<file path="config.mk">
export PLATFORM = sky130hd
export DESIGN_NAME = vrt_div
export DESIGN_NICKNAME = d
export VERILOG_FILES = /design/src/design/vrt_pkg.sv /design/src/design/vrt_div.sv
export SDC_FILE = /design/constraint.sdc
export NUM_CORES = 1
export LEC_CHECK = 0
export BUFFER_PORTS_ARGS = -buffer_cell sky130_fd_sc_hd__clkbuf_2
export CELL_PAD_IN_SITES_DETAIL_PLACEMENT = 0
export CELL_PAD_IN_SITES_GLOBAL_PLACEMENT = 1
export CORE_ASPECT_RATIO = 1.1
export CORE_MARGIN = 1.5
export CORE_UTILIZATION = 43
export DETAILED_ROUTE_END_ITERATION = 8
export PLACE_DENSITY_LB_ADDON = 0.05
export SYNTH_ARGS = -nofsm -noshare
export SYNTH_HDL_FRONTEND = slang
export SYNTH_SLANG_ARGS = --single-unit
</file>
<file path="constraint.sdc">
create_clock -name clk -period 5.09 [get_ports clk]
set_input_delay 1.018 -clock clk [delete_from_list [all_inputs] [get_ports clk]]
set_output_delay 1.018 -clock clk [all_outputs]
set_load 0.01 [all_outputs]
</file>
<file path="src/design/vrt_pkg.sv">
// ----------------------------------------------------------------------------
// vrt_pkg
// Shared types, widths and tables for the voxel ray walker.
// ----------------------------------------------------------------------------
package vrt_pkg;

  // configuration register indexes
  localparam int CFG_AW = 1;
  localparam logic [CFG_AW-1:0] REG_VOXEL_EDGE = 1'b0;
  localparam logic [CFG_AW-1:0] REG_END_MARGIN = 1'b1;

  localparam int CFG_W      = 24;
  localparam int IN_TDATA_W = 192;
  localparam int OUT_TDATA_W = 128;
  localparam int CELL_OUT_W = 21;
  localparam int KEY_W      = 63;

  // divider: 67-bit dividend, 34-bit divisor, 33-bit quotient
  localparam int DIV_DW = 34;
  localparam int DIV_QW = 33;
  localparam int DIV_NW = DIV_DW + DIV_QW;
  localparam int DIV_CW = $clog2(DIV_QW + 1);

  // square root: 66-bit radicand, 34-bit root
  localparam int SQ_NW = 66;
  localparam int SQ_RW = 34;
  localparam int SQ_CW = $clog2(SQ_RW + 1);

  localparam int MUL_W = 34;
  localparam int PROD_W = 2 * MUL_W;
  localparam int PM_W  = 64;
  localparam int EM_W  = 57;
  localparam int CW    = 33;   // internal cell index width

  typedef enum logic [3:0] {
    ST_IDLE,
    ST_SQ,
    ST_SQRT,
    ST_CHECK,
    ST_AE,
    ST_CELL,
    ST_XP,
    ST_BOUND,
    ST_WALK
  } vrt_state_t;

  // cross products: slot k holds num[pair_a(k)] * ae[pair_b(k)]
  function automatic logic [1:0] pair_a(input logic [2:0] k);
    logic [1:0] r;
    unique case (k)
      3'd0, 3'd1: r = 2'd0;
      3'd2, 3'd3: r = 2'd1;
      default:    r = 2'd2;
    endcase
    return r;
  endfunction

  function automatic logic [1:0] pair_b(input logic [2:0] k);
    logic [1:0] r;
    unique case (k)
      3'd0:       r = 2'd1;
      3'd1, 3'd3: r = 2'd2;
      default:    r = (k == 3'd5) ? 2'd1 : 2'd0;
    endcase
    return r;
  endfunction

endpackage

</file>
<file path="src/design/vrt_div.sv">
// ----------------------------------------------------------------------------
// vrt_div
// Restoring divider, one quotient bit per cycle. Dividend must be below
// divisor * 2^DIV_QW.
// ----------------------------------------------------------------------------
module vrt_div (
  input  logic                        clk,
  input  logic                        rst_n,
  input  logic                        start,
  input  logic [vrt_pkg::DIV_NW-1:0]  num,
  input  logic [vrt_pkg::DIV_DW-1:0]  den,
  output logic                        done,
  output logic [vrt_pkg::DIV_QW-1:0]  quot,
  output logic [vrt_pkg::DIV_DW-1:0]  rem
);
  import vrt_pkg::*;

  logic              busy_r;
  logic              done_r;
  logic [DIV_CW-1:0] cnt_r;
  logic [DIV_DW-1:0] rem_r;
  logic [DIV_DW-1:0] den_r;
  logic [DIV_QW-1:0] nlo_r;
  logic [DIV_QW-1:0] q_r;
  logic [DIV_DW:0]   trial;
  logic [DIV_DW:0]   diff;
  logic              ge;

  assign trial = {rem_r, nlo_r[DIV_QW-1]};
  assign ge    = trial >= {1'b0, den_r};
  assign diff  = trial - {1'b0, den_r};

  always_ff @(posedge clk) begin
    if (!rst_n) begin
      busy_r <= 1'b0;
      done_r <= 1'b0;
      cnt_r  <= '0;
    end else begin
      done_r <= 1'b0;
      if (start) begin
        busy_r <= 1'b1;
        cnt_r  <= DIV_CW'(DIV_QW);
        rem_r  <= num[DIV_NW-1:DIV_QW];
        nlo_r  <= num[DIV_QW-1:0];
        den_r  <= den;
        q_r    <= '0;
      end else if (busy_r) begin
        rem_r <= ge ? diff[DIV_DW-1:0] : trial[DIV_DW-1:0];
        q_r   <= {q_r[DIV_QW-2:0], ge};
        nlo_r <= {nlo_r[DIV_QW-2:0], 1'b0};
        cnt_r <= cnt_r - 1'b1;
        if (cnt_r == DIV_CW'(1)) begin
          busy_r <= 1'b0;
          done_r <= 1'b1;
        end
      end
    end
  end

  assign done = done_r;
  assign quot = q_r;
  assign rem  = rem_r;

endmodule

</file>
==> impl_summary.log <==
INFO  metric status = finished clean
INFO  metric cts_resized = 0
INFO  metric cts_post_setup_buffers_inserted = 0
INFO  metric worst_path_max_delay_cell = or3_1
INFO  metric length_of_the_first_detailed_routing_pass_in_iterations = 4
INFO  metric detail_route.drc_violations = 0
INFO  metric timing.fmax = 277.0 MHz
INFO  metric grt-ovfl-total = 0
INFO  metric max-vdd-ir-drop = 0.2753 mV
INFO  metric area.growth.synth_to_final = 21.00%
INFO  metric netlist-cell-type-count = 63
INFO  metric clock_skew = 0.007273 ns
INFO  metric critPathArrivalTime = 3.78 ns
INFO  metric fp.dieArea = 0.01887 sq mm
INFO  metric h-tree-depth = 4
INFO  metric syn_inst = 691
INFO  metric setup_violations = 0
INFO  metric p_total = 3.405 mW
INFO  metric placeable_core_region = 0.01768 sq mm
INFO  metric antenna_violating_nets_post_route = 0
INFO  metric worst_margin_slew = 1.067 ns
INFO  metric hold_buffers = 0
INFO  metric drive_above_1_share = 30.03%
INFO  metric drt-total-wl = 18,720 microns
INFO  metric hold_path_class = reg -> reg
INFO  metric place_congestion = 0.8398
INFO  metric synth.net_count = 832
INFO  metric clk_transition_reported_paths = 0.07 ns
INFO  metric io_pins = 172
INFO  metric path_class = reg -> reg
INFO  metric finalHoldViolCount = 0
INFO  metric nets = 997
INFO  metric power.leakage = 3.943 nW
INFO  metric grt_setup_unrepaired = no
INFO  metric wire_length_of_the_first_global_routing_pass = 29,870 microns
INFO  metric routed-via-count = 5,856
INFO  metric slew-limit-headroom = 28.86%
INFO  metric diodes = 0
INFO  metric post_synth_edffs = 134
INFO  metric maxCapViolations = 0
INFO  metric power_per_cell_area = 362.4 mW/mm^2
INFO  metric layout_min_cycle_time = 3.610 ns
INFO  metric rows = 51
INFO  metric totalNegativeSetupSlack = 0 ns
INFO  metric gr_util_all_layers = 20.14%
INFO  metric initialDrtViolationCount = 316
INFO  metric yosysSeqAreaShare = 53.88%
INFO  metric critPathCaptureType = register
INFO  metric final_min_period_over_clock_period = 70.91%
INFO  metric postSynth.topFlopCell = edfxtp_1
INFO  metric die_w = 131.1 microns
INFO  metric dominant_delay_contributor_by_cell_family_on_the_critical_path = simple AND/OR/NAND/NOR gates
INFO  metric syn_area = 0.007765 sq mm
INFO  metric synth.ff_latch_count = 142
INFO  metric synth_warnings = 0
INFO  metric crit_chain = ha_1, nand4_1, or3b_1, nor3_1, and3_1, a2111o_1, or3_1, and4_1, a211oi_2
INFO  metric ctsRootBufferMaster = clkbuf_16
INFO  metric cts.sink_count = 142
INFO  metric grt_start_max_net_pins = 81
INFO  metric postSynthAreaPerCell = 11.24 sq um
INFO  metric via_per_inst = 5.290
INFO  metric max_transition_viols_final = 0
INFO  metric timing.hold.ws = 0.5021 ns
INFO  metric clock_latency = 0.43 ns
INFO  metric initial_core_util = 43.93%
INFO  metric mostFrequentLayoutCells = 170 x clkbuf_2, 134 x edfxtp_1, 64 x nand2_1
INFO  metric biggest_cell_delay_along_the_critical_path = 0.83 ns
INFO  metric io_buffers = 171
INFO  metric critical_path_buf_inv_count = 0
INFO  metric dieHeight = 143.9 microns
INFO  metric fillCellCount = 1,644
INFO  metric cts_buffers = 17
INFO  metric grt_antenna_before_repair = 0
INFO  metric worst-path-max-fanout = 25
INFO  metric detail_route.wl_per_cell = 16.91 microns
INFO  metric detailed_place_hpwl = 13,320 microns
INFO  metric via_count_of_the_first_global_routing_pass = 5,858
INFO  metric cts_tree = yes
INFO  metric worstSetupStartpointType = register
INFO  metric clockBufferDepth = 2
INFO  metric cp.required = 5.26 ns
INFO  metric postSynth.asyncResetShare = 0%
INFO  metric layout.cells.most_common = clkbuf_2
==> cells by family (layout without fill, tap and decap cells) <==
group	count (synthesis)	count (layout)	synth area share, %
AO/OA/AOI/OAI	156	156	13.37
multiplexers	39	39	5.575
AND/OR/NAND/NOR	215	215	13.89
adder cells (fa/ha/maj)	37	37	6.059
flip-flops	142	142	53.88
XOR/XNOR	26	26	2.933
buffers and inverters	76	254	4.286
==> final timing paths <==
path              slack (ns)  depth (start not counted)                  start                     to
setup / recovery        1.48                          9      rem[28]$_DFFE_PP_      rem[33]$_DFFE_PP_
hold / removal          0.50                          2  cnt_r[1]$_SDFFE_PP0P_  cnt_r[1]$_SDFFE_PP0P_
setup reg to reg        1.48                          9      rem[28]$_DFFE_PP_      rem[33]$_DFFE_PP_
hold reg to reg         0.50                          2  cnt_r[1]$_SDFFE_PP0P_  cnt_r[1]$_SDFFE_PP0P_
==> where the power goes <==
group | total (mW) | switching, mW | internal, mW
clock | 1.25 | 0.555 | 0.692
combinational | 0.721 | 0.414 | 0.307
sequential | 1.44 | 0.0449 | 1.39
==> through the flow <==
stage	worst slack (ns)	utilization, %	instance area, sq um	cells
floorplan	0.7603	-	7765	691
detailed placement	1.509	49.88	8816	1075
global placement	1.541	49.88	8816	1075
finish	1.480	53.15	9395	1107
CTS	1.480	53.15	9395	1107
global route	1.219	53.15	9395	1107
==> metal layers <==
layer  track usage [%]  vias up  share of wire, %
met3             3.739       16               4.1
met2             33.22      135                48
met1             26.69     2844                47
met5                 0        -                 0
met4             7.274        0               1.5
li1                  -     2861                 -
==> synth_stat cells, types with 3 or more instances <==
master     count  area, sq um
a211o_1        3        26.28
a211oi_1       5        37.54
a21boi_0       6        45.04
a21o_1        15        112.6
a21oi_1       38        190.2
a221o_1        5        50.05
a2bb2oi_1      6        52.55
a31oi_1       20        125.1
and3_1         4        25.02
and3_2         5        37.54
and4_1         5        43.79
buf_2          3        15.01
buf_6          3        33.78
clkbuf_1      21        78.83
dfxtp_1        8        160.2
edfxtp_1     134         4024
ha_1          36        450.4
inv_1         44        165.2
mux2_2        34        382.9
mux2i_1        5        50.05
nand2_1       64        240.2
nand2b_1       6        37.54
nand3_1        5        25.02
nand4_1        6        37.54
nor2_1        54        202.7
nor2b_1       34        212.7
nor3_1        10        50.05
nor4_1         3        18.77
o21a_1         7        52.55
o21ai_0       26        130.1
o21ai_1        3        15.01
o31ai_1        3        22.52
or3_1          6        37.54
or3_2          3        22.52
xnor2_1       20        175.2
xor2_1         6        52.55
==> state kept, by name, indices dropped and copies added, names as in the netlist <==
signal / cells
quot: 33
cnt_r: 6
busy_r: 1
rem: 34
nlo_r: 33
den_r: 34
done: 1
==> cell type report <==
type | count | area, sq um | area share (%)
Sequential cell | 142 | 4184 | 44.53
Multi-Input combinational cell | 473 | 3262 | 34.72
Timing Repair Buffer | 177 | 903.4 | 9.615
Clock buffer | 18 | 429.2 | 4.568
Tap cell | 238 | 297.8 | 3.170
Inverter | 45 | 168.9 | 1.798
Clock inverter | 14 | 150.1 | 1.598
==> worst min-delay path: stages, from the launching register on <==
cell	delay [ns]
dfxtp_1	0.32
nor2_1	0.09
a211oi_1	0.05
Power figures use the tool's default switching activity.
