**src/design/vrt_pkg.sv**
```systemverilog
// ----------------------------------------------------------------------------
// vrt_pkg
// Shared types, widths and tables for the voxel ray walker.
// ----------------------------------------------------------------------------
package vrt_pkg;

  // configuration register indexes
  localparam int CFG_AW = 1;
  localparam logic [CFG_AW-1:0] REG_VOXEL_EDGE = 1'b0;
  localparam logic [CFG_AW-1:0] REG_END_MARGIN = 1'b1;

  localparam int CFG_W      = 24;
  localparam int IN_TDATA_W = 192;
  localparam int OUT_TDATA_W = 128;
  localparam int CELL_OUT_W = 21;
  localparam int KEY_W      = 63;

  // divider: 67-bit dividend, 34-bit divisor, 33-bit quotient
  localparam int DIV_DW = 34;
  localparam int DIV_QW = 33;
  localparam int DIV_NW = DIV_DW + DIV_QW;
  localparam int DIV_CW = $clog2(DIV_QW + 1);

  // square root: 66-bit radicand, 34-bit root
  localparam int SQ_NW = 66;
  localparam int SQ_RW = 34;
  localparam int SQ_CW = $clog2(SQ_RW + 1);

  localparam int MUL_W = 34;
  localparam int PROD_W = 2 * MUL_W;
  localparam int PM_W  = 64;
  localparam int EM_W  = 57;
  localparam int CW    = 33;   // internal cell index width

  typedef enum logic [3:0] {
    ST_IDLE,
    ST_SQ,
    ST_SQRT,
    ST_CHECK,
    ST_AE,
    ST_CELL,
    ST_XP,
    ST_BOUND,
    ST_WALK
  } vrt_state_t;

  // cross products: slot k holds num[pair_a(k)] * ae[pair_b(k)]
  function automatic logic [1:0] pair_a(input logic [2:0] k);
    logic [1:0] r;
    unique case (k)
      3'd0, 3'd1: r = 2'd0;
      3'd2, 3'd3: r = 2'd1;
      default:    r = 2'd2;
    endcase
    return r;
  endfunction

  function automatic logic [1:0] pair_b(input logic [2:0] k);
    logic [1:0] r;
    unique case (k)
      3'd0:       r = 2'd1;
      3'd1, 3'd3: r = 2'd2;
      default:    r = (k == 3'd5) ? 2'd1 : 2'd0;
    endcase
    return r;
  endfunction

endpackage

```
**src/design/vrt_sqrt.sv**
```systemverilog
// ----------------------------------------------------------------------------
// vrt_sqrt
// Digit-by-digit integer square root, one root bit per cycle.
// ----------------------------------------------------------------------------
module vrt_sqrt (
  input  logic                       clk,
  input  logic                       rst_n,
  input  logic                       start,
  input  logic [vrt_pkg::SQ_NW-1:0]  radicand,
  output logic                       done,
  output logic [vrt_pkg::SQ_RW-1:0]  root
);
  import vrt_pkg::*;

  logic               busy_r;
  logic               done_r;
  logic [SQ_CW-1:0]   cnt_r;
  logic [2*SQ_RW-1:0] n_r;
  logic [SQ_RW:0]     rem_r;
  logic [SQ_RW-1:0]   root_r;
  logic [SQ_RW+2:0]   r2;
  logic [SQ_RW+2:0]   trial;
  logic [SQ_RW+2:0]   diff;
  logic               ge;

  assign r2    = {rem_r, n_r[2*SQ_RW-1 -: 2]};
  assign trial = {1'b0, root_r, 2'b01};
  assign ge    = r2 >= trial;
  assign diff  = r2 - trial;

  always_ff @(posedge clk) begin
    if (!rst_n) begin
      busy_r <= 1'b0;
      done_r <= 1'b0;
      cnt_r  <= '0;
    end else begin
      done_r <= 1'b0;
      if (start) begin
        busy_r <= 1'b1;
        cnt_r  <= SQ_CW'(SQ_RW);
        n_r    <= (2*SQ_RW)'(radicand);
        rem_r  <= '0;
        root_r <= '0;
      end else if (busy_r) begin
        rem_r  <= ge ? diff[SQ_RW:0] : r2[SQ_RW:0];
        root_r <= {root_r[SQ_RW-2:0], ge};
        n_r    <= {n_r[2*SQ_RW-3:0], 2'b00};
        cnt_r  <= cnt_r - 1'b1;
        if (cnt_r == SQ_CW'(1)) begin
          busy_r <= 1'b0;
          done_r <= 1'b1;
        end
      end
    end
  end

  assign done = done_r;
  assign root = root_r;

endmodule

```
**config.mk**
```make
export PLATFORM = sky130hd
export DESIGN_NAME = vrt_sqrt
export DESIGN_NICKNAME = d
export VERILOG_FILES = /design/src/design/vrt_pkg.sv /design/src/design/vrt_sqrt.sv
export SDC_FILE = /design/constraint.sdc
export NUM_CORES = 1
export LEC_CHECK = 0
export BUFFER_PORTS_ARGS = -buffer_cell sky130_fd_sc_hd__buf_2
export CAP_MARGIN = 5
export CORE_MARGIN = 5
export CORE_UTILIZATION = 63
export DETAILED_ROUTE_END_ITERATION = 16
export PLACE_DENSITY = 0.86
export SYNTH_ARGS = -nofsm -noshare
export SYNTH_HDL_FRONTEND = slang
export SYNTH_SLANG_ARGS = --single-unit
```
**constraint.sdc**
```tcl
create_clock -name clk -period 10.3 [get_ports clk]
set_input_delay 2.06 -clock clk [delete_from_list [all_inputs] [get_ports clk]]
set_output_delay 2.06 -clock clk [all_outputs]
set_load 0.05 [all_outputs]
```
==> run metrics, run 1 <==
leak pwr ~3.7 nW; final period demand of the worst path 4.144 ns; Die Ht 121.8 µm; fin. max-slew vios 0; combinational fraction of design power about 22%; Req. time, crit path 10.36 ns; sequential cell fraction of total power 43.1%; CP most frequent cell buf_4; Total GRT Usage 23.82%; final hold vios 0; final non-filler cell total about 970; Layout Area Growth over Synthesis 15.04%; syn avg cell area about 11 µm²; Die Wd 121.8 µm; largest net degree at the start of global routing just under 100; Clock Tree Buf Depth 2; Critical Path Sink Type flop; Reg2Reg Setup Slack ~6.3 ns; fmax 0.2413 GHz; relative slew slack about 28%; FF-to-FF path depth 11; dpl hpwl around 11000 µm; Nets 897; setup total negative slack 0 ns; placed cell area roughly 0.0085 mm²; Port Buffers between 100 and 150; CTS Hold Buffers Added 0; CP cell instances buf_4 -> o21a_4 -> buf_4; sw frac between 20% and 30%; # IOs 104; final setup violation count 0; Post-synth EDFFs 137; Critical path destination rem_r[3]; drt initial violations between 400 and 500; clock sink count 145; VDD IR-drop max around 0.13 mV; # placed instances between 900 and 1000; final core utilization 74.73%; Worst-path clk slew roughly 0.060 ns; routed vias/inst 5.703; CP max stage delay 0.89 ns; Worst Skew ~0.0084 ns; Main synth FF type edfxtp_1; post-synthesis sequential area ratio around 54%; synthesized area slightly below 0.008 mm²; Seq. cell area about 0.0043 mm²; RSZ-0062 raised after global routing no; Initial Utilization between 60% and 70%; WP depth 3; Ant. Diodes 0; PD cells about 190 mW/mm²; max-cap viol count 0; FF-to-FF End rem_r[19]; synthesized instance count 694; final instance area ~0.0091 mm²; routability cong. approximately 0.91; DRC viols 0; Resized Gates After CTS 0; H-tree depth 4; fin crit share 40.23%; internal power roughly 1.2 mW; first-pass GRT wire length 27780 µm; ANT nets after route 0; clk root buf clkbuf_16; Async S/R FF share, synth 0%; worst path bufs/invs 2; CP top delay family buffers and inverters; Rows 40; routed wire length ~16000 µm; flops & latches, synth about 150; post-CTS setup buffer count 0; routed len/inst between 15 and 20 µm; worst hold-check path type reg -> reg; Clock power frac a little over a third; YS warnings 0; die area between 0.01 and 0.015 mm²; post-synth net total 801; CP max FO 80; vias in the first global route between 5000 and 6000; TritonRoute pass-1 iters 5; run status complete, no violations; crit path max-delay cell type o21a_4; Tot Pwr around 1.7 mW; CP arrival ~4.2 ns; grt total ovfl 0; CORE AREA 0.01211 mm²; Worst setup startpoint start; clock latency on the worst-skew pair between 0.4 and 0.5 ns; Reg-to-Reg Start rem_r[2]; Worst-Margin Slew about 1.1 ns; via count 5538; initial antenna violation count 1; Multi-input gate area approximately 0.0033 mm²; switching power total between 0.4 and 0.5 mW; layout cell share with drive strength beyond 1 between 20% and 30%; post-synthesis cell type count slightly below 60; CTS Buf Count 17; Worst setup SP type input pin; fillers approximately 830; CTS tree yes; Worst Setup Path Type in -> reg
## layer usage
layer	share of wire, %	vias to the layer above	GRT usage [%]
met5	0.079	-	0
met4	1.4	2	8.053
met3	6.6	25	7.521
met2	50	162	39.95
met1	42	2655	29.30
li1	-	2694	-
## worst min-delay path by stage
stage,startpoint,endpoint,slack [ns],cells after the start
floorplan,busy_r,done,0.49,2
global placement,n_r[64],n_r[66],0.51,1
detailed placement,n_r[6],n_r[8],0.53,1
CTS,n_r[6],n_r[8],0.55,1
global route,n_r[54],n_r[56],0.57,1
finish,n_r[64],n_r[66],0.54,1
## per-stage QoR
step	hold slack, ns	worst slack, ns
finish	0.5427	6.156
global route	0.5665	6.002
CTS	0.5469	6.152
detailed placement	0.5345	5.677
global placement	0.5140	5.758
floorplan	0.4905	4.136
## Yosys cell counts (all sizes together), types with 2 or more instances
cell     instances  share of area, %
o21ai           18               1.1
and2             3              0.24
nand4            6              0.48
o211ai           3              0.29
a211oi           6              0.64
nor2           109               5.2
o31ai            2              0.37
o21bai           4              0.38
a2111oi          3              0.35
nand2b           4              0.32
xnor2           20               2.2
nor4             4              0.32
inv             45               2.1
ha              38               6.0
nand3           11              0.76
edfxtp         137                52
clkbuf          14              0.70
a31oi            3              0.24
a211o            2              0.22
nand4b           2              0.22
a21oi           53               3.4
a21o            12               1.1
xor2            14               1.6
o21a             5              0.49
and4             2              0.22
and3             2              0.16
nor3             8              0.51
nor3b            3              0.29
buf             15              0.92
a21boi           2              0.19
nand2           39               1.9
dfxtp            8               2.0
nor2b            9              0.72
mux2i           11               1.4
mux2            64               9.2
## kinds of logic after synthesis
kind of cell | Yosys count | synth area share, %
and+or+nand+nor | 206 | 11.64
DFF | 145 | 54.33
AOI/OAI and AO/OA | 122 | 9.876
muxes | 75 | 10.56
buffers and inverters | 74 | 3.769
adders and majority gates | 38 | 6.043
xor gates and xnor gates | 34 | 3.785
## flip-flops by register name, summed over array words and instances (netlist names)
name    flops
busy_r      1
cnt_r       6
done        1
n_r        68
rem_r      35
root       34
## layout by cell type, fill, tap and decap left out, types with 3 or more instances in the layout
master / instances
a211oi_1: 5
a21o_1: 12
a21oi_1: 53
a31oi_1: 3
and2_1: 3
buf_2: 102
buf_4: 4
clkbuf_1: 3
clkbuf_16: 17
clkinv_1: 5
dfxtp_1: 8
edfxtp_1: 137
ha_1: 38
inv_1: 45
mux2_2: 64
mux2i_1: 11
nand2_1: 39
nand2b_1: 4
nand3_1: 10
nand4_1: 6
nor2_1: 109
nor2b_1: 9
nor3_1: 8
nor3b_1: 3
nor4_1: 4
o211ai_1: 3
o21a_1: 3
o21ai_0: 15
o21ai_1: 3
o21bai_1: 4
xnor2_1: 20
xor2_1: 14
## layout make-up
class,count,area share (%)
clock inverter,12,1.286
inverter,45,1.866
multi-input combinational,475,36.51
tap,168,2.322
clock buffer,20,4.824
sequential,145,47.22
timing repair buffer,106,5.972
## power groups by stage
| stage | sequential (mW) | clock [mW] | combinational (mW) |
|---|---|---|---|
| CTS | 0.725 | 0.596 | 0.368 |
| floorplan | 0.761 | 0 | 0.259 |
| global placement | 0.734 | 0 | 0.348 |
| finish | 0.725 | 0.590 | 0.369 |
| detailed placement | 0.736 | 0 | 0.363 |
| global route | 0.729 | 0.627 | 0.411 |
Power figures use the tool's default switching activity.
==> inputs of run 2 (changes only) <==
Settings changed: CORE_UTILIZATION 63 to 58, PLACE_DENSITY 0.86 to 0.8.
Clock period 10.3 ns to 3.98 ns, I/O delays scaled along.
==> run metrics, run 2 (same netlist as run 1, synthesis figures left out) <==
Worst-Margin Slew approximately 0.7 ns; PD cells around 480 mW/mm²; leak pwr ~3.7 nW; routed len/inst 16.75 µm; DRC viols 0; relative slew slack a little over half; Critical Path Sink Type flop; Multi-input gate area 0.003304 mm²; final setup violation count 0; fillers 1003; drt initial violations roughly 470; fin. max-slew vios 0; Tot Pwr 4.427 mW; Clock Tree Buf Depth 2; TritonRoute pass-1 iters 7; H-tree depth 4; CP max FO 31; CP top delay family compound AO/OA/AOI/OAI gates; Reg with most FFs n_r; CP cell instances inv_1 -> ha_1 -> nand2_1 -> o21ai_0 -> a211oi_1 -> o31ai_4 -> a2111o_1 -> o211ai_1 -> o21a_2 -> buf_12 -> mux2i_1 -> nor2_1; Total GRT Usage between 20% and 30%; Resized Gates After CTS 0; routed wire length ~16000 µm; first-pass GRT wire length 27570 µm; ANT nets after route 0; Req. time, crit path between 4 and 5 ns; FF-to-FF path depth 12; VDD IR-drop max roughly 0.33 mV; Ant. Diodes 0; CTS Buf Count 17; Die Ht around 130 µm; min-delay src n_r[64]; setup total negative slack 0 ns; crit path max-delay cell type o21a_2; Seq. cell area ~0.0043 mm²; Layout Area Growth over Synthesis 16.17%; fin crit share between 90 and 100%; grt total ovfl 0; worst path bufs/invs 2; final hold vios 0; post-CTS setup buffer count 0; FF-to-FF End rem_r[19]; Die Wd 126.5 µm; Worst Skew around 0.0099 ns; final period demand of the worst path 3.684 ns; max reg flops about 70; RSZ-0062 raised after global routing no; Hold Path Sink n_r[66]; CTS Hold Buffers Added 0; DP Worst Slack between 0.2 and 0.3 ns; Initial Utilization approximately three fifths; Worst setup SP type flop; CORE AREA ~0.013 mm²; routability cong. roughly 0.93; layout cell share with drive strength beyond 1 26.12%; Port Buffers roughly 100; die area 0.01599 mm²; WHS Path Cells 1; worst hold-check path type reg -> reg; # IOs about 100; commonest non-fill, non-tap cell in the layout edfxtp_1; routed vias/inst 5.664; initial antenna violation count 0; setup ws final between 0.2 and 0.3 ns; fmax 0.2715 GHz; clock sink count 145; via count between 5000 and 6000; vias in the first global route around 5900; CP max stage delay roughly 0.53 ns; largest net degree at the start of global routing 141; clk root buf clkbuf_16; Worst-path clk slew roughly 0.07 ns; WHS 0.5359 ns; commonest cells after routing, fill and taps aside 137 x edfxtp_1, 109 x nor2_1, 102 x buf_2; clock latency on the worst-skew pair 0.44 ns; Rows 42; dpl hpwl approximately 11000 µm; Nets 898; Worst Setup Path Type reg -> reg; max-cap viol count 0; CP arrival ~3.8 ns; Reg-to-Reg Start root[10]; run status complete, no violations; CTS tree yes; Reg2Reg Setup Slack roughly 0.3 ns
-- run 2: cell count changes in the layout (fill, tap and decap cells not counted) --
| cell | previous run | this run |
|---|---|---|
| inv_8 | 0 | 5 |
| bufinv_16 | 2 | 1 |
| clkinvlp_4 | 2 | 3 |
| clkinv_2 | 1 | 0 |
| clkbuf_1 | 3 | 0 |
| buf_4 | 4 | 2 |
| buf_12 | 0 | 3 |
| clkinv_1 | 5 | 0 |
| inv_6 | 1 | 5 |
-- run 2: area by class of cell --
cell class,count,area share [%]
tap,176,2.409
clock buffer,17,4.654
clock inverter,15,1.766
sequential,145,46.76
timing repair buffer,107,6.407
inverter,45,1.848
multi-input combinational,475,36.15
-- run 2: worst max-delay path by stage --
stage | from | cells past startpoint | endpoint
2_1_floorplan | start | 3 | n_r[0]
3_3_place_gp | root[10] | 13 | rem_r[22]
3_5_place_dp | root[10] | 12 | rem_r[19]
4_1_cts | root[10] | 12 | rem_r[19]
5_1_grt | root[2] | 12 | rem_r[19]
6_report | root[10] | 12 | rem_r[19]
-- run 2: worst reg2reg max path: cells and delay by family, from the launching register on --
kind / cells / cell delay (ns)
muxes: 1 / 0.25
buffers and inverters: 2 / 0.33
and+or+nand+nor: 2 / 0.28
AOI/OAI and AO/OA: 6 / 1.87
adders and majority gates: 1 / 0.35
DFF: 1 / 0.35
-- run 2: metrics by stage --
| step | cells | area [µm²] | util, % |
|---|---|---|---|
| 6_report | 980 | 9140 | 68.75 |
| 5_1_grt | 980 | 9140 | 68.75 |
| 4_1_cts | 980 | 9140 | 68.75 |
| 3_5_place_dp | 948 | 8553 | 64.33 |
| 3_3_place_gp | 948 | 8553 | 64.33 |
| 2_1_floorplan | 694 | 7869 | - |
-- run 2: metal layers --
| metal | track usage [%] | share of wire [%] | wire length (µm) |
|---|---|---|---|
| met1 | 24.65 | 42 | 6830 |
| met2 | 36.52 | 50 | 8211 |
| met3 | 7.524 | 6.8 | 1122 |
| met4 | 7.003 | 1.5 | 250 |
| met5 | 0 | 0 | 0 |
-- run 2: power by group --
| part | internal, mW | switching [mW] | leakage (nW) |
|---|---|---|---|
| registers | 1.82 | 0.0513 | 1.39 |
| logic | 0.380 | 0.578 | 2.02 |
| clock network | 0.890 | 0.706 | 0.281 |
==> inputs of run 3 (changes only) <==
Settings changed: ABC_AREA from default to 1, CORE_UTILIZATION 58 to 60, PLACE_DENSITY 0.8 to 0.82.
==> run metrics, run 3 <==
run status complete, no violations; Critical Path Sink Type flop; Worst-Margin Slew 0.9012 ns; Die Wd ~130 µm; first-pass GRT wire length about 34000 µm; max-cap viol count 0; largest net degree at the start of global routing 85; # placed instances 1467; post-CTS setup buffer count 0; commonest non-fill, non-tap cell in the layout nand2_1; Reg-to-Reg Start rem_r[26]; fmax around 0.35 GHz; count leader, synth nand2_1; CTS Buf Count 17; grt total ovfl 0; ANT nets after route 0; Async S/R FF share, synth 0%; # IOs between 100 and 150; CTS tree yes; flops & latches, synth approximately 150; Layout Area Growth over Synthesis 13.39%; leading area contributor after synthesis edfxtp_1; vias in the first global route ~7500; Worst-path clk slew around 0.060 ns; dpl hpwl 14790 µm; final setup violation count 0; Post-synth EDFFs between 100 and 150; Clock power frac about a third; setup ws final between 1 and 1.5 ns; via count approximately 7700; Area contributors post-synth edfxtp_1 46%, nand2_1 22%, inv_1 7.6%, ha_1 5.3%, nor2_1 4.6%; WHS Path Cells 2; WHS roughly 0.51 ns; Ant. Diodes 0; final hold vios 0; CP arrival 3.05 ns; commonest cells after routing, fill and taps aside 534 x nand2_1, 181 x inv_1, 137 x edfxtp_1; Resized Gates After CTS 0; Synth top cells by count 534 x nand2_1, 182 x inv_1, 137 x edfxtp_1; post-synth net total 1313; Reg2Reg Setup Slack between 1 and 1.5 ns; initial antenna violation count 0; RSZ-0062 raised after global routing no; routed vias/inst between 5 and 6; Initial Utilization roughly three fifths; CTS Hold Buffers Added 0; TritonRoute pass-1 iters 5; post-synthesis sequential area ratio between 40% and 50%; FF-to-FF path depth 11; die area roughly 0.018 mm²; Nets approximately 1400; Hold Path Sink cnt_r[3]; final core utilization between 60 and 70%; Worst setup SP type flop; Main synth FF type edfxtp_1; post-synthesis cell type count 34; H-tree depth 4; routed len/inst around 14 µm; Reg with most FFs n_r; final instance area around 0.010 mm²; combinational fraction of design power between 20% and 30%; DP Worst Slack approximately 1.1 ns; placed cell area between 0.009 and 0.01 mm²; drt initial violations slightly below 500; synthesized area roughly 0.009 mm²; CP most frequent cell nand2_1; crit path max-delay cell type nand4_4; DRC viols 0; clk root buf clkbuf_16; Req. time, crit path 4.17 ns; fin. max-slew vios 0; YS warnings 0; min-delay src cnt_r[3]; Worst Setup Path Type reg -> reg; VDD IR-drop max ~0.35 mV; routability cong. approximately 0.93; Port Buffers 103; final non-filler cell total approximately 1500; internal power 3.058 mW; Rows between 40 and 50; PD cells approximately 440 mW/mm²; switching power total between 1 and 1.5 mW; sw frac 32.14%; Die Ht between 100 and 150 µm; final period demand of the worst path between 2 and 3 ns; setup total negative slack 0 ns; syn avg cell area approximately 7.5 µm²; synthesized instance count 1206; CP max FO 52; CP max stage delay around 0.6 ns; relative slew slack between 30% and 40%; Clock Tree Buf Depth 2; leak pwr ~5.3 nW; FF-to-FF End rem_r[33]; max reg flops slightly below 70; routed wire length between 20000 and 25000 µm; CP cell instances ha_1 -> nand2_2 -> inv_1 -> a21oi_2 -> nand2_1 -> a21oi_2 -> nand4_4 -> nand2_1 -> nand2_1 -> nand2_1 -> inv_1; clock latency on the worst-skew pair between 0.4 and 0.5 ns; CORE AREA 0.01464 mm²; area fraction of the dominant cell type after synthesis a little under half; layout cell share with drive strength beyond 1 between 10 and 15%; sequential cell fraction of total power between 40% and 50%; worst hold-check path type reg -> reg; Tot Pwr approximately 4.5 mW; Total GRT Usage 23.97%; clock sink count roughly 150; Worst Skew approximately 0.0094 ns; fin crit share between 70% and 80%
==> run 3: changes by cell type after synthesis, moves of 14 or more <==
cell,before,now
a21oi_1,53,39
xnor2_1,20,3
nand2_1,39,534
mux2_2,64,0
nand3_1,10,39
inv_1,45,182
==> run 3: kinds of logic (layout without fill, tap and decap cells) <==
logic type	count (synthesis)	in the layout	share of synthesized area [%]
DFF	145	145	47.31
and+or+nand+nor	739	739	33.07
adders and majority gates	38	38	5.263
AOI/OAI and AO/OA	52	52	3.199
xor gates and xnor gates	18	18	1.745
buffers and inverters	214	323	9.404
==> run 3: power by group through the flow <==
| stage | sequential [mW] | clock [mW] | combinational, mW |
|---|---|---|---|
| 6_report | 1.87 | 1.55 | 1.09 |
| 5_1_grt | 1.88 | 1.61 | 1.23 |
| 4_1_cts | 1.87 | 1.55 | 1.09 |
| 3_5_place_dp | 1.90 | 0 | 1.08 |
| 3_3_place_gp | 1.89 | 0 | 1.06 |
| 2_1_floorplan | 1.96 | 0 | 0.760 |
==> run 3: worst max-delay path by stage <==
stage / from / endpoint / slack (ns) / depth (start not counted)
finish: rem_r[26] / rem_r[33] / 1.12 / 11
global route: root[14] / rem_r[33] / 0.89 / 16
CTS: root[26] / rem_r[33] / 1.10 / 12
detailed placement: rem_r[26] / rem_r[33] / 1.11 / 11
global placement: root[26] / rem_r[34] / 1.24 / 12
floorplan: rst_n / n_r[0] / 0.67 / 2
==> run 3: worst max-delay path, delay by kind of cell, from the launching register on <==
family	cells	cell delay, ns
compound gates	2	0.35
simple gates	6	1.37
buf+inv	2	0.11
flops	1	0.40
fa+ha+maj	1	0.37
==> run 3: layout make-up <==
cell class	count	area, µm²
Sequential cell	145	4274
Timing Repair Buffer	107	560.5
Tap cell	184	230.2
Fill cell	1230	4400
Inverter	184	690.7
Clock buffer	23	499.2
Multi-Input combinational cell	847	3918
Clock inverter	9	71.32
==> run 3: metal layers <==
metal | share of wire, % | GRT usage [%]
met4 | 2.1 | 8.199
met3 | 6.5 | 5.961
met1 | 43 | 29.44
met5 | 0 | 0
met2 | 48 | 41.41
